<file path="src/mdd_pkg.sv">
// ----------------------------------------------------------------------------
// Morse duration decoder package
// Shared types, register indexes, limits and the code tree lookup.
// ----------------------------------------------------------------------------
package mdd_pkg;

   localparam int DURATION_W      = 16;
   localparam int DURATION_BITS   = 16;
   localparam int MAX_CODE_LENGTH = 5;
   localparam int TREE_DEPTH      = 5;
   localparam int POS_W           = 6;
   localparam int CHAR_W          = 7;
   localparam int QUEUE_DEPTH     = 4;
   localparam int QCOUNT_W        = $clog2(QUEUE_DEPTH + 1);

   // Saturation limit of an incoming duration.
   localparam logic [DURATION_W-1:0] DUR_MAX = (DURATION_BITS >= DURATION_W) ?
      {DURATION_W{1'b1}} : DURATION_W'((64'd1 << DURATION_BITS) - 64'd1);

   // First heap index whose depth reaches the code length limit.
   localparam int CODE_LIMIT = (MAX_CODE_LENGTH < TREE_DEPTH) ? MAX_CODE_LENGTH
                                                              : TREE_DEPTH;
   localparam logic [POS_W-1:0] OVERFLOW_POS = POS_W'((1 << CODE_LIMIT) - 1);

   localparam logic [DURATION_W-1:0] DASH_RESET = 16'd600;
   localparam logic [DURATION_W-1:0] WORD_RESET = 16'd1400;
   localparam logic [DURATION_W-1:0] STOP_RESET = 16'd4200;

   localparam logic [CHAR_W-1:0] CHAR_NONE  = 7'd0;
   localparam logic [CHAR_W-1:0] CHAR_SPACE = 7'd32;

   typedef enum logic [1:0] {
      REG_DASH_THRESHOLD = 2'd0,
      REG_WORD_THRESHOLD = 2'd1,
      REG_STOP_THRESHOLD = 2'd2
   } reg_index_type;

   typedef struct packed {
      logic [DURATION_W-1:0] duration;
      logic                  is_mark;
   } req_type;

   typedef struct packed {
      logic [CHAR_W-1:0] character;
      logic              message_end;
      logic              last;
   } rsp_type;

   typedef struct packed {
      logic [DURATION_W-1:0] dash_threshold;
      logic [DURATION_W-1:0] word_gap_threshold;
      logic [DURATION_W-1:0] stop_threshold;
   } cfg_type;

   typedef struct packed {
      logic [POS_W-1:0] position;
      logic             overflow;
   } letter_type;

   typedef struct packed {
      logic [1:0] count;
      rsp_type    first;
      rsp_type    second;
      letter_type letter;
   } step_type;

   // Heap-ordered code tree: dot child of p is 2p+1, dash child is 2p+2.
   function automatic logic [CHAR_W-1:0] tree_char(input logic [POS_W-1:0] p);
      logic [CHAR_W-1:0] c;
      case (p)
         6'd1:    c = 7'("E");
         6'd2:    c = 7'("T");
         6'd3:    c = 7'("I");
         6'd4:    c = 7'("A");
         6'd5:    c = 7'("N");
         6'd6:    c = 7'("M");
         6'd7:    c = 7'("S");
         6'd8:    c = 7'("U");
         6'd9:    c = 7'("R");
         6'd10:   c = 7'("W");
         6'd11:   c = 7'("D");
         6'd12:   c = 7'("K");
         6'd13:   c = 7'("G");
         6'd14:   c = 7'("O");
         6'd15:   c = 7'("H");
         6'd16:   c = 7'("V");
         6'd17:   c = 7'("F");
         6'd19:   c = 7'("L");
         6'd21:   c = 7'("P");
         6'd22:   c = 7'("J");
         6'd23:   c = 7'("B");
         6'd24:   c = 7'("X");
         6'd25:   c = 7'("C");
         6'd26:   c = 7'("Y");
         6'd27:   c = 7'("Z");
         6'd28:   c = 7'("Q");
         6'd31:   c = 7'("5");
         6'd32:   c = 7'("4");
         6'd34:   c = 7'("3");
         6'd38:   c = 7'("2");
         6'd46:   c = 7'("1");
         6'd47:   c = 7'("6");
         6'd55:   c = 7'("7");
         6'd59:   c = 7'("8");
         6'd61:   c = 7'("9");
         6'd62:   c = 7'("0");
         default: c = CHAR_NONE;
      endcase
      return c;
   endfunction

endpackage

</file>
<file path="src/morse_duration_decoder.sv">
// ----------------------------------------------------------------------------
// Morse duration decoder
// Turns timed marks and gaps into letters, digits, word spaces and an end
// of message flag.
//
//   Channel   Ports                             Direction   Moves
//   req       req_valid/req_ready/req_item      in          one duration
//   rsp       rsp_valid/rsp_ready/rsp_item      out         one character
//   csr       csr_write_en/csr_index/csr_wdata  in          threshold write
//
// A request is registered, then decoded combinationally into 0 to 2 responses
// that enter a 4-entry response queue; the responses are registered in the
// queue before the first can be taken. One
// request per cycle is sustained while the consumer keeps up; the decode
// stage waits while fewer than two queue entries are free. Reset is
// synchronous: thresholds return to 600, 1400 and 4200, the letter state
// returns to the tree root and the queue empties.
// ----------------------------------------------------------------------------
module morse_duration_decoder (
   input  logic                             clock,
   input  logic                             reset,
   input  logic                             req_valid,
   output logic                             req_ready,
   input  mdd_pkg::req_type                 req_item,
   output logic                             rsp_valid,
   input  logic                             rsp_ready,
   output mdd_pkg::rsp_type                 rsp_item,
   input  logic                             csr_write_en,
   input  logic [1:0]                       csr_index,
   input  logic [mdd_pkg::DURATION_W-1:0]   csr_wdata
);

   logic                         stage_valid_ff;
   logic                         stage_valid_in;
   mdd_pkg::req_type             stage_item_ff;
   mdd_pkg::letter_type          letter_ff;
   mdd_pkg::letter_type          letter_in;
   mdd_pkg::cfg_type             cfg_ff;
   mdd_pkg::cfg_type             cfg_in;
   mdd_pkg::step_type            step;
   logic                         stage_fire;
   logic                         req_accept;
   logic [mdd_pkg::QCOUNT_W-1:0] q_count;

   assign stage_fire = stage_valid_ff &&
                       (q_count <= mdd_pkg::QCOUNT_W'(mdd_pkg::QUEUE_DEPTH - 2));
   assign req_ready  = !stage_valid_ff || stage_fire;
   assign req_accept = req_valid && req_ready;

   assign stage_valid_in = req_accept ? 1'b1 : (stage_fire ? 1'b0 : stage_valid_ff);
   assign letter_in      = stage_fire ? step.letter : letter_ff;

   always_comb begin
      cfg_in = cfg_ff;
      if (csr_write_en) begin
         case (csr_index)
            mdd_pkg::REG_DASH_THRESHOLD: cfg_in.dash_threshold     = csr_wdata;
            mdd_pkg::REG_WORD_THRESHOLD: cfg_in.word_gap_threshold = csr_wdata;
            mdd_pkg::REG_STOP_THRESHOLD: cfg_in.stop_threshold     = csr_wdata;
            default:                     cfg_in = cfg_ff;
         endcase
      end
   end

   always_ff @(posedge clock) begin
      if (reset) begin
         stage_valid_ff            <= 1'b0;
         letter_ff                 <= '0;
         cfg_ff.dash_threshold     <= mdd_pkg::DASH_RESET;
         cfg_ff.word_gap_threshold <= mdd_pkg::WORD_RESET;
         cfg_ff.stop_threshold     <= mdd_pkg::STOP_RESET;
      end else begin
         stage_valid_ff <= stage_valid_in;
         letter_ff      <= letter_in;
         cfg_ff         <= cfg_in;
      end
   end

   always_ff @(posedge clock) begin
      if (req_accept) begin
         stage_item_ff <= req_item;
      end
   end

   mdd_step u_step (
      .item   (stage_item_ff),
      .cfg    (cfg_ff),
      .letter (letter_ff),
      .step   (step)
   );

   mdd_rsp_queue u_queue (
      .clock       (clock),
      .reset       (reset),
      .push_count  (stage_fire ? step.count : 2'd0),
      .push_first  (step.first),
      .push_second (step.second),
      .pop         (rsp_ready),
      .head        (rsp_item),
      .head_valid  (rsp_valid),
      .count       (q_count)
   );

   // queue never overfills
   assert property (@(posedge clock) disable iff (reset)
      q_count <= mdd_pkg::QCOUNT_W'(mdd_pkg::QUEUE_DEPTH))
      else $error("response queue overflow");

   // the code walk stays inside the tree
   assert property (@(posedge clock) disable iff (reset)
      letter_ff.position != {mdd_pkg::POS_W{1'b1}})
      else $error("tree position out of range");

   // every emitted response closes the current letter
   assert property (@(posedge clock) disable iff (reset)
      stage_fire && (step.count != 2'd0) |=> (letter_ff == '0))
      else $error("letter state not cleared after output");

   // a decode only fires with room for two responses
   assert property (@(posedge clock) disable iff (reset)
      stage_fire |=> (q_count <= mdd_pkg::QCOUNT_W'(mdd_pkg::QUEUE_DEPTH)))
      else $error("decode fired without queue room");

endmodule

</file>
<file path="src/mdd_step.sv">
// ----------------------------------------------------------------------------
// Morse duration decoder step
// Classifies one duration and advances the letter state; forms up to two
// results.
// ----------------------------------------------------------------------------
module mdd_step (
   input  mdd_pkg::req_type    item,
   input  mdd_pkg::cfg_type    cfg,
   input  mdd_pkg::letter_type letter,
   output mdd_pkg::step_type   step
);

   logic [mdd_pkg::DURATION_W-1:0] dur;
   logic [mdd_pkg::CHAR_W-1:0]     pending;
   logic                           has_char;
   logic                           has_space;
   mdd_pkg::rsp_type               char_rsp;
   mdd_pkg::rsp_type               space_rsp;

   assign dur = (item.duration > mdd_pkg::DUR_MAX) ? mdd_pkg::DUR_MAX : item.duration;
   assign pending = letter.overflow ? mdd_pkg::CHAR_NONE : mdd_pkg::tree_char(letter.position);
   assign has_char  = (pending != mdd_pkg::CHAR_NONE);
   assign has_space = (dur > cfg.word_gap_threshold);

   always_comb begin
      char_rsp             = '0;
      char_rsp.character   = pending;
      char_rsp.last        = !has_space;
      space_rsp            = '0;
      space_rsp.character  = mdd_pkg::CHAR_SPACE;
      space_rsp.last       = 1'b1;

      step        = '0;
      step.letter = letter;

      if (dur == '0) begin
         // drop zero durations
         step.count = 2'd0;
      end else if (dur >= cfg.stop_threshold) begin
         step.count              = 2'd1;
         step.first.character    = pending;
         step.first.message_end  = 1'b1;
         step.first.last         = 1'b1;
         step.letter             = '0;
      end else if (item.is_mark) begin
         if (!letter.overflow) begin
            if (letter.position >= mdd_pkg::OVERFLOW_POS) begin
               step.letter.overflow = 1'b1;
            end else begin
               step.letter.position = {letter.position[mdd_pkg::POS_W-2:0], 1'b0} +
                  ((dur >= cfg.dash_threshold) ? mdd_pkg::POS_W'(2) : mdd_pkg::POS_W'(1));
            end
         end
      end else if (dur >= cfg.dash_threshold) begin
         step.count  = 2'({1'b0, has_char}) + 2'({1'b0, has_space});
         step.first  = has_char ? char_rsp : space_rsp;
         step.second = space_rsp;
         step.letter = '0;
      end
   end

endmodule

</file>
<file path="src/mdd_rsp_queue.sv">
// ----------------------------------------------------------------------------
// Morse duration decoder response queue
// Small shift queue: takes up to two responses per cycle, hands out one.
// ----------------------------------------------------------------------------
module mdd_rsp_queue (
   input  logic                           clock,
   input  logic                           reset,
   input  logic [1:0]                     push_count,
   input  mdd_pkg::rsp_type               push_first,
   input  mdd_pkg::rsp_type               push_second,
   input  logic                           pop,
   output mdd_pkg::rsp_type               head,
   output logic                           head_valid,
   output logic [mdd_pkg::QCOUNT_W-1:0]   count
);

   mdd_pkg::rsp_type                slot_ff [mdd_pkg::QUEUE_DEPTH];
   mdd_pkg::rsp_type                slot_in [mdd_pkg::QUEUE_DEPTH];
   logic [mdd_pkg::QCOUNT_W-1:0]    count_ff;
   logic [mdd_pkg::QCOUNT_W-1:0]    count_in;
   logic [mdd_pkg::QCOUNT_W-1:0]    base;
   logic                            do_pop;

   assign do_pop   = pop && (count_ff != '0);
   assign base     = count_ff - mdd_pkg::QCOUNT_W'(do_pop);
   assign count_in = base + mdd_pkg::QCOUNT_W'(push_count);

   always_comb begin
      for (int i = 0; i < mdd_pkg::QUEUE_DEPTH; i++) begin
         // advance toward the head on a pop
         if (do_pop && (i + 1 < mdd_pkg::QUEUE_DEPTH)) begin
            slot_in[i] = slot_ff[i + 1];
         end else begin
            slot_in[i] = slot_ff[i];
         end
         if ((push_count != 2'd0) && (mdd_pkg::QCOUNT_W'(i) == base)) begin
            slot_in[i] = push_first;
         end
         if ((push_count == 2'd2) && (mdd_pkg::QCOUNT_W'(i) == base + 1'b1)) begin
            slot_in[i] = push_second;
         end
      end
   end

   always_ff @(posedge clock) begin
      if (reset) begin
         count_ff <= '0;
      end else begin
         count_ff <= count_in;
      end
   end

   always_ff @(posedge clock) begin
      for (int i = 0; i < mdd_pkg::QUEUE_DEPTH; i++) begin
         slot_ff[i] <= slot_in[i];
      end
   end

   assign head       = slot_ff[0];
   assign head_valid = (count_ff != '0);
   assign count      = count_ff;

endmodule
</file>
<file path="config.mk">
export PLATFORM = sky130hd
export DESIGN_NAME = morse_duration_decoder
export DESIGN_NICKNAME = d
export VERILOG_FILES = /design/src/mdd_pkg.sv /design/src/morse_duration_decoder.sv /design/src/mdd_step.sv /design/src/mdd_rsp_queue.sv
export SDC_FILE = /design/constraint.sdc
export NUM_CORES = 1
export LEC_CHECK = 0
export BUFFER_PORTS_ARGS = -buffer_cell sky130_fd_sc_hd__buf_2
export CORE_MARGIN = 4
export CORE_UTILIZATION = 41
export DETAILED_ROUTE_END_ITERATION = 7
export PLACE_DENSITY = 0.68
export SYNTH_ARGS = -nofsm -noshare
export SYNTH_HDL_FRONTEND = slang
export SYNTH_HIERARCHICAL = 1
export SYNTH_SLANG_ARGS = --single-unit
</file>
<file path="constraint.sdc">
create_clock -name clock -period 8.8 [get_ports clock]
set_clock_uncertainty 0.2 [all_clocks]
set_input_delay 1.32 -clock clock [delete_from_list [all_inputs] [get_ports clock]]
set_output_delay 1.32 -clock clock [all_outputs]
set_load 0.01 [all_outputs]
</file>
### Word-level counts from Yosys, hierarchy flattened

Memory sizes are Yosys's and may differ from the RTL's. A register that Yosys moved wholly into a read port is not among the register bits.
Cells that the tools add are included.

* register bits: 76
* memory bits (writable): 36
* bits in read-only memories: 448
* bits of input ports: 40
* output and inout port bits: 11
* memories: 2

Memory list
* (name not given): words 64, bits a word 7, read ports 1, clocked after Yosys merged registers in 1, write ports 0, line mdd_pkg.sv:70 `case (p)`
* u_queue.slot_ff: words 4, bits a word 9, read ports 4, clocked after Yosys merged registers in 0, write ports 4, line mdd_rsp_queue.sv:17 `mdd_pkg::rsp_type slot_ff [mdd_pkg::QUEUE_DEPTH];`

* add/sub/neg operators: 5
* $lt $le $gt $ge: 6
* equality and inequality tests: 11
* multiplexer cells: 34
* bitwise operators: 1
* reduce and logical (&&, ||, !) cells: 28

Operators with widths (number)
* $mux W9: 13
* $mux W27: 4
* $ge A16 B16 Y1: 2
* $mux W7: 4
* $mux W25: 1
* $mux W20: 1
* $mux W6: 3
* $gt A16 B16 Y1: 1
* $gt A16 B16 Y1 const B: 1
* $logic_not A16 Y1: 1
* $mux W16: 1
* $eq A2 B3 Y1 const A: 4
* $logic_and A1 B1 Y1: 11
* $mux W11: 1
* $reduce_bool A7 Y1: 1
* $add A6 B6 Y6: 1
* $eq A1 B3 Y1 const A: 2
* $ge A6 B5 Y1 const B: 1
* $logic_not A3 Y1: 2
* $mux W2: 3
* $ne A3 B2 Y1 const B: 2
* $reduce_and A2 Y1: 3
* $reduce_and A5 Y1: 1
* $eq A2 B2 Y1 const B: 2
* 15 further kinds: 19

### Depth between registers and ports, before layout

Gate-level depths: netlist of the first run.

* depth in word-level cells: 17
* gate-level depth with buffers: 17

### Cells and area by module

The synthesis of the first run kept the hierarchy.

By module, submodules not included
* morse_duration_decoder: instances 1, cells an instance 264, area each 2613.8 sq um, seq. area each 1631.6 sq um
* mdd_step: instances 1, cells an instance 332, area each 2423.6 sq um, seq. area each 0.0 sq um
* mdd_rsp_queue: instances 1, cells an instance 214, area each 2301.0 sq um, seq. area each 1141.1 sq um

### Least setup slack after synthesis of the first run

OpenSTA, ideal clock, no wires.

* path type: register to register
* start: reg letter_ff[1] (netlist name)
* end: mem u_queue/slot_ff[1][0] (netlist bit), enable pin
* arrival: 4.082 ns
* setup slack: 4.109 ns
* cell stages (with the launch flop): 16
* path buffers: 2
* period minus slack after synthesis: 4.691 ns
* cell sequence: dfxtp_1 -> inv_1 -> ha_1 -> and3_1 -> a211oi_1 -> o2bb2ai_1 -> a21oi_1 -> nand4_1 -> ha_1 -> a21oi_1 -> nor2_1 -> and3_1 -> nor2_1 -> clkbuf_1 -> clkbuf_1 -> o311ai_0

RTL lines (line)
* end: declaration: mdd_rsp_queue.sv:17

==> impl_results.md, run 1 <==
- Fin nets: 930
- Post-route DRC: 0
- Die Y-Extent: 142 µm
- EDFF count, synth: 53
- Worst Path Arrival: 5300 ps
- Synth Instances: 810
- Clock Latency Late Sink: 360 ps
- Clock transition at path regs: 80 ps
- Antenna diodes: 0
- Pwr Density: 207 nW/µm²
- Pin count of the biggest net entering global routing: 75
- Reg2Reg Launch Point: letter_ff[3]$_SDFFE_PP0P_
- Die Width: 142 µm
- First-pass DRT Iterations: 5
- RSZ-0062 raised after global routing: false
- PortBufs: 50
- Routed length per instance: 16.9 µm
- Total Power: 0.00163 W
- Worst reg-to-reg setup slack: 3290 ps
- Via count: 6062
- First DRT Iteration DRCs: 649
- DIE AREA: 20100 µm²
- Most frequent cells in the layout: nand2_1 (86), ha_1 (66), inv_1 (65), dfxtp_1 (59), a21oi_1 (58)
- Remaining Overflow, GRT: 0
- Yosys reg bits: 112
- Final setup TNS: 0 ps
- H-Tree Depth: 3
- Tot GR Track Use: 17.8%
- Core Util, Final: 45.3%
- Hold_sp: cfg_ff[13]$_SDFFE_PP0P_
- Seq/Total Area, Yosys: 37.8%
- Worst vdd ir: 0.000217 V
- Hold Path Cell Cnt: 2
- CP endpoint kind: flip-flop
- Max cap viols: 0
- Slew HR: 18.9%
- Commonest non-fill, non-tap cell in the layout: nand2_1
- Core area: 17400 µm²
- Cts bufs inserted: 9
- Worst-margin pin slew: 1200 ps
- FF-to-FF path depth: 12
- Post-CTS Setup Inserts: 0
- Layout overhead on the synthesized area: 7.54%
- Cell area after synthesis: 7340 µm²
- Max-slew violations: 0
- Tightest Hold Check Type: reg -> reg
- Minimum clock period: 5510 ps
- Hold EP: cfg_ff[13]$_SDFFE_PP0P_
- Status: complete, no violations
- FMAX: 182 MHz
- Commonest register cell after synthesis: dfxtp_1
- Path type of the worst setup path: reg -> reg
- Synth warnings: 6
- Syn_area_per_cell: 9.06 µm²
- Vias in the first global route: 5618
- Crit path required time: 8590 ps
- Worst r2r dst: u_queue/slot_ff[0][4]$_DFFE_PP_
- Async S/R FF share, synth: 0%
- Post-cts gate resize count: 0
- Initial Utilization: 42.1%
- Leak Pwr: 2.93 nW
- Routability cong.: 0.926
- CTS tree: built
- Initial antenna violation count: 0
- Share of post-route cells with drive strength above 1: 13.8%
- Via density: 5.76
- Final setup violation count: 0
- Max FO, Critical Path: 32
- Setup ws final: 3290 ps
- Dpl hpwl: 12800 µm
- Final Cycle Share: 62.6%
- CTS Hold Buffers Added: 0
- CP Launch Type: flip-flop
- First-pass GRT wire length: 28900 µm
- Clock Sink Count: 112
- Post-Place Setup Slack: 3390 ps
- Root Buffer: clkbuf_16
- DRT antenna net count: 0
- IO Count: 51
- Max Root-Sink Buffers: 2
- Site Rows: 48
- Total Wirelength: 17800 µm
- Netlist cell types: 82
- Final Hold Violating Endpoints: 0
==> final cells by class <==
type,count,area (µm²)
Inverter,66,248
Sequential cell,112,2770
Clock buffer,9,225
Multi-Input combinational cell,579,4020
Clock inverter,7,55.1
Timing Repair Buffer,55,288
Tap cell,225,282
Fill cell,1706,9530
==> worst max-delay path by stage <==
stage	start	end	slack (ps)
after detailed placement	rsp_ready	u_queue/slot_ff[0][3]$_DFFE_PP_	3390
after CTS	letter_ff[3]$_SDFFE_PP0P_	u_queue/slot_ff[0][4]$_DFFE_PP_	3460
after floorplan	letter_ff[1]$_SDFFE_PP0P_	u_queue/slot_ff[1][0]$_DFFE_PP_	4110
after global placement	rsp_ready	u_queue/slot_ff[0][6]$_DFFE_PP_	3510
after global routing	letter_ff[4]$_SDFFE_PP0P_	u_queue/slot_ff[0][4]$_DFFE_PP_	2890
final	letter_ff[3]$_SDFFE_PP0P_	u_queue/slot_ff[0][4]$_DFFE_PP_	3290
==> synthesized netlist by cell type, types with 5 or more instances <==
library cell | number | area, µm²
buf_4 | 10 | 75.1
o2bb2ai_1 | 5 | 43.8
nor3_1 | 51 | 255
mux2_2 | 10 | 113
or2_2 | 5 | 31.3
ha_1 | 66 | 826
edfxtp_1 | 53 | 1590
dfxtp_1 | 59 | 1180
a21o_1 | 8 | 60.1
nand3_1 | 13 | 65.1
buf_6 | 5 | 56.3
a21oi_2 | 7 | 61.3
nand2b_1 | 13 | 81.3
nor4_1 | 7 | 43.8
nor2b_1 | 6 | 37.5
o211ai_1 | 6 | 45.0
nand4_1 | 9 | 56.3
a21oi_1 | 58 | 290
or4b_1 | 18 | 180
nand2_1 | 86 | 323
buf_2 | 25 | 125
inv_1 | 65 | 244
clkbuf_1 | 16 | 60.1
nor2_1 | 34 | 128
o21ai_0 | 30 | 150
a31oi_1 | 28 | 175
nand4b_1 | 9 | 78.8
and3_1 | 5 | 31.3
o31ai_1 | 18 | 135
==> sequential cells by signal, indices dropped and copies added (netlist names) <==
name and flops:
letter_ff 7, u_queue/count 3, stage_valid_ff 1, cfg_ff 48, stage_item_ff 17, u_queue/slot_ff 36
==> metrics by stage <==
step | hold WS, ps | instances | cell area (µm²)
floorplan | 236 | 816 | 7360
global placement | 242 | 1037 | 7610
detailed placement | 247 | 1037 | 7610
finish | 254 | 1053 | 7890
global route | 271 | 1053 | 7890
CTS | 256 | 1053 | 7890
==> critical path, stage by stage (launching register included) <==
cell and delay [ps]:
dfxtp_1 1030, nand2_1 200, o211a_1 250, a2111oi_0 600, nor2b_1 100, nand4_1 180
ha_1 250, a21oi_1 120, nor2_1 40, and3_1 230, nand3b_1 820, or2_2 690
o211ai_1 410
==> per-layer routing <==
| layer | GRT usage, % | wire (µm) | vias to the layer above |
|---|---|---|---|
| li1 | - | - | 2978 |
| met1 | 24.9 | 8160 | 2846 |
| met2 | 28.4 | 8250 | 206 |
| met3 | 3.20 | 1080 | 32 |
| met4 | 5.05 | 331 | 0 |
| met5 | 0 | 0 | - |
==> power breakdown <==
group	leakage [nW]	switching (W)	internal [W]	total, W
Clock	0.129	0.000198	0.000196	0.000393
Combinational	1.82	0.000389	0.000167	0.000555
Sequential	0.979	0.0000316	0.000650	0.000682
Total	2.93	0.000618	0.00101	0.00163
==> cell families after synthesis <==
| family | Yosys count | synth area share, % |
|---|---|---|
| xor gates and xnor gates | 7 | 0.835 |
| buffers and inverters | 125 | 7.86 |
| other | 1 | 0.0511 |
| muxes | 15 | 2.39 |
| and+or+nand+nor | 280 | 20.5 |
| DFF | 112 | 37.8 |
| AOI/OAI and AO/OA | 203 | 19.0 |
| adders and majority gates | 67 | 11.5 |
(Power assumes the default switching activity.)
==> inputs of run 2 (changes only) <==
- PLACE_DENSITY: 0.68 -> 0.7
- clock period: 8.8 -> 4.8 ns (I/O delays scaled with it)
==> run 2 against run 1 <==
Against the previous run:
- routed wire length shrank 2.6%
- global-route usage is 0.44 points lower
- worst hold slack improved by 0.77 ps
- non-clock buffer count rose by 12
- sequential share of layout area shrank 0.62 points
- flip-flop and latch count unchanged
- clock power increased by 93%
==> impl_results.md, run 2 (same netlist as run 1, synthesis figures left out) <==
- Tightest Hold Check Type: reg -> reg
- Reg2Reg Launch Point: letter_ff[1]$_SDFFE_PP0P_
- Initial antenna violation count: 0 (unchanged)
- Hold_sp: cfg_ff[23]$_SDFFE_PP0P_
- Combinational power share: 34.2% (about the same)
- Clock share of power: 24.9% (+0.8 points)
- Placed inst area: 7720 µm² (+1.4%)
- Total Wirelength: 17400 µm (-2.6%)
- Root Buffer: clkbuf_16
- Final Hold Violating Endpoints: 0 (unchanged)
- Leak Pwr: 3.02 nW (+3.0%)
- Internal power: 0.00189 W (+87%)
- Hold Path Cell Cnt: 2 (unchanged)
- Remaining Overflow, GRT: 0 (unchanged)
- Crit path required time: 4670 ps (-3920 ps)
- Commonest non-fill, non-tap cell in the layout: nand2_1
- Routed length per instance: 16.3 µm (-3.7%)
- Worst vdd ir: 0.000620 V (+190%)
- Top Registers: cfg_ff x48, u_queue/slot_ff x36, stage_item_ff x17
- FF-to-FF path depth: 16 (+4)
- Max cap viols: 0 (unchanged)
- Path type of the worst setup path: reg -> reg
- P_sw: 0.00116 W (+87%)
- Final setup TNS: 0 ps (unchanged)
- Final setup violation count: 0 (unchanged)
- Most frequent cells in the layout: nand2_1 (86), ha_1 (66), inv_1 (65), dfxtp_1 (59), a21oi_1 (58)
- Via density: 5.68 (-1.3%)
- CTS tree: built
- First-pass DRT Iterations: 5 (unchanged)
- CP Launch Type: flip-flop
- Layout overhead on the synthesized area: 9.48%
- Max-slew violations: 0 (unchanged)
- CP endpoint kind: flip-flop
- Max Root-Sink Buffers: 2 (unchanged)
- Minimum clock period: 4510 ps (-995 ps)
- Final std cells w/o fill: 1065 (+1.1%)
- DP Cell Count: 1048 (+1.1%)
- Fin nets: 942 (+1.3%)
- Vias in the first global route: 5485 (-2.4%)
- Site Rows: 48 (unchanged)
- RSZ-0062 raised after global routing: false
- Worst r2r dst: u_queue/slot_ff[2][1]$_DFFE_PP_
- Most flops, register: cfg_ff
- IO Count: 51 (unchanged)
- Worst Path Arrival: 4380 ps (-920 ps)
- Pin count of the biggest net entering global routing: 56 (-25%)
- Sw Ratio: 38.0% (+0.076 points)
- First-pass GRT wire length: 28300 µm (-2.2%)
- Routability cong.: 0.929 (+0.31%)
- Core area: 17400 µm² (unchanged)
- Filler cells: 1695 (-0.64%)
- Total Power: 0.00305 W (+87%)
- Max FO, Critical Path: 32 (unchanged)
- Slew HR: 32.6% (+14 points)
- Dpl hpwl: 12800 µm (about the same)
- Tot GR Track Use: 17.4% (-0.44 points)
- Final instance area: 8030 µm² (+1.8%)
- Pwr Density: 379 nW/µm² (+84%)
- Cts bufs inserted: 9 (unchanged)
- Status: complete, no violations
- DIE AREA: 20100 µm² (unchanged)
- Die Width: 142 µm (unchanged)
- Initial Utilization: 42.1% (unchanged)
- First DRT Iteration DRCs: 530 (-18%)
- Via count: 6052 (-0.16%)
- Worst reg-to-reg setup slack: 290 ps (-3010 ps)
- Die Y-Extent: 142 µm (unchanged)
- Hold EP: cfg_ff[23]$_SDFFE_PP0P_
- Clock transition at path regs: 80 ps (about the same)
- Post-route DRC: 0 (unchanged)
- Clock Sink Count: 112 (unchanged)
- Max FFs per register: 48 (unchanged)
- Share of post-route cells with drive strength above 1: 15.1% (+1.4 points)
- PortBufs: 50 (unchanged)
- H-Tree Depth: 3 (unchanged)
- Seq pwr share: 40.9% (-0.9 points)
- FMAX: 222 MHz (+22%)
- Clock Latency Late Sink: 360 ps (about the same)
- Worst-margin pin slew: 1010 ps (-186 ps)
- DRT antenna net count: 0 (unchanged)
- Antenna diodes: 0 (unchanged)
- Final Cycle Share: 94.0% (+31 points)
-- run 2: cell count changes in the layout (fill, tap and decap cells not counted) --
cell and change:
clkinv_8 +2, clkinvlp_4 -2, clkinvlp_2 -1, a2111oi_0 -1
o311ai_2 +1, inv_6 +2, inv_8 -1, o311ai_1 -1
a2111oi_1 +1, buf_12 +2, buf_4 +10
-- run 2: worst max path at each step --
stage                              startpoint                              end  cells after the start
finish              letter_ff[1]$_SDFFE_PP0P_  u_queue/slot_ff[2][1]$_DFFE_PP_                     16
global route        letter_ff[1]$_SDFFE_PP0P_  u_queue/slot_ff[2][7]$_DFFE_PP_                     15
CTS                 letter_ff[1]$_SDFFE_PP0P_  u_queue/slot_ff[0][6]$_DFFE_PP_                     15
detailed placement  letter_ff[1]$_SDFFE_PP0P_  u_queue/slot_ff[0][1]$_DFFE_PP_                     15
global placement    letter_ff[1]$_SDFFE_PP0P_  u_queue/slot_ff[1][1]$_DFFE_PP_                     14
floorplan           letter_ff[1]$_SDFFE_PP0P_  u_queue/slot_ff[1][0]$_DFFE_PP_                     15
-- run 2: final cells by class --
class                      instances  area (µm²)  share of cell area, %
clock inverter                     7        73.8                  0.919
multi-input combinational        579        4030                   50.2
timing repair buffer              67         403                   5.01
clock buffer                       9         225                   2.80
inverter                          66         248                   3.08
tap                              225         282                   3.50
sequential                       112        2770                   34.5
-- run 2: routing by layer --
metal | vias to the layer above | share of wire (%) | track usage, %
li1 | 3003 | - | -
met1 | 2854 | 48 | 24.3
met2 | 169 | 45 | 27.7
met3 | 26 | 4.7 | 2.90
met4 | 0 | 1.9 | 5.25
met5 | - | 0 | 0
-- run 2: critical path, cell delays in order (launching register included) --
cell,delay [ps]
dfxtp_1,550
inv_1,220
ha_1,430
and3_1,180
a211oi_1,290
o2bb2ai_1,140
a21oi_1,130
nand4_1,170
ha_1,330
a21oi_1,120
nor2_1,60
and3_1,230
nand3b_1,230
buf_12,200
or2_2,390
o311ai_1,120
buf_4,220
-- run 2: power groups by stage --
| stage | registers (W) | logic, W | clock network (W) |
|---|---|---|---|
| floorplan | 0.00127 | 0.000760 | 0 |
| global placement | 0.00127 | 0.00100 | 0 |
| detailed placement | 0.00127 | 0.00102 | 0 |
| CTS | 0.00125 | 0.00102 | 0.000775 |
| global route | 0.00126 | 0.00117 | 0.000815 |
| finish | 0.00125 | 0.00104 | 0.000758 |
-- run 2: what timing repair did --
item	CTS	global route
resized for setup	0	2
hold endpoints to repair	0	0
buffers inserted	0	1
setup endpoints to repair	0	36
hold buffers	0	0
-- run 2: through the flow --
step | setup slack [ps] | hold slack, ps | util (%)
2_1_floorplan | 109 | 236 | -
3_3_place_gp | 402 | 243 | 44.3
3_5_place_dp | 306 | 247 | 44.3
4_1_cts | 257 | 258 | 46.0
5_1_grt | 6.05 | 280 | 46.1
6_report | 286 | 255 | 46.1
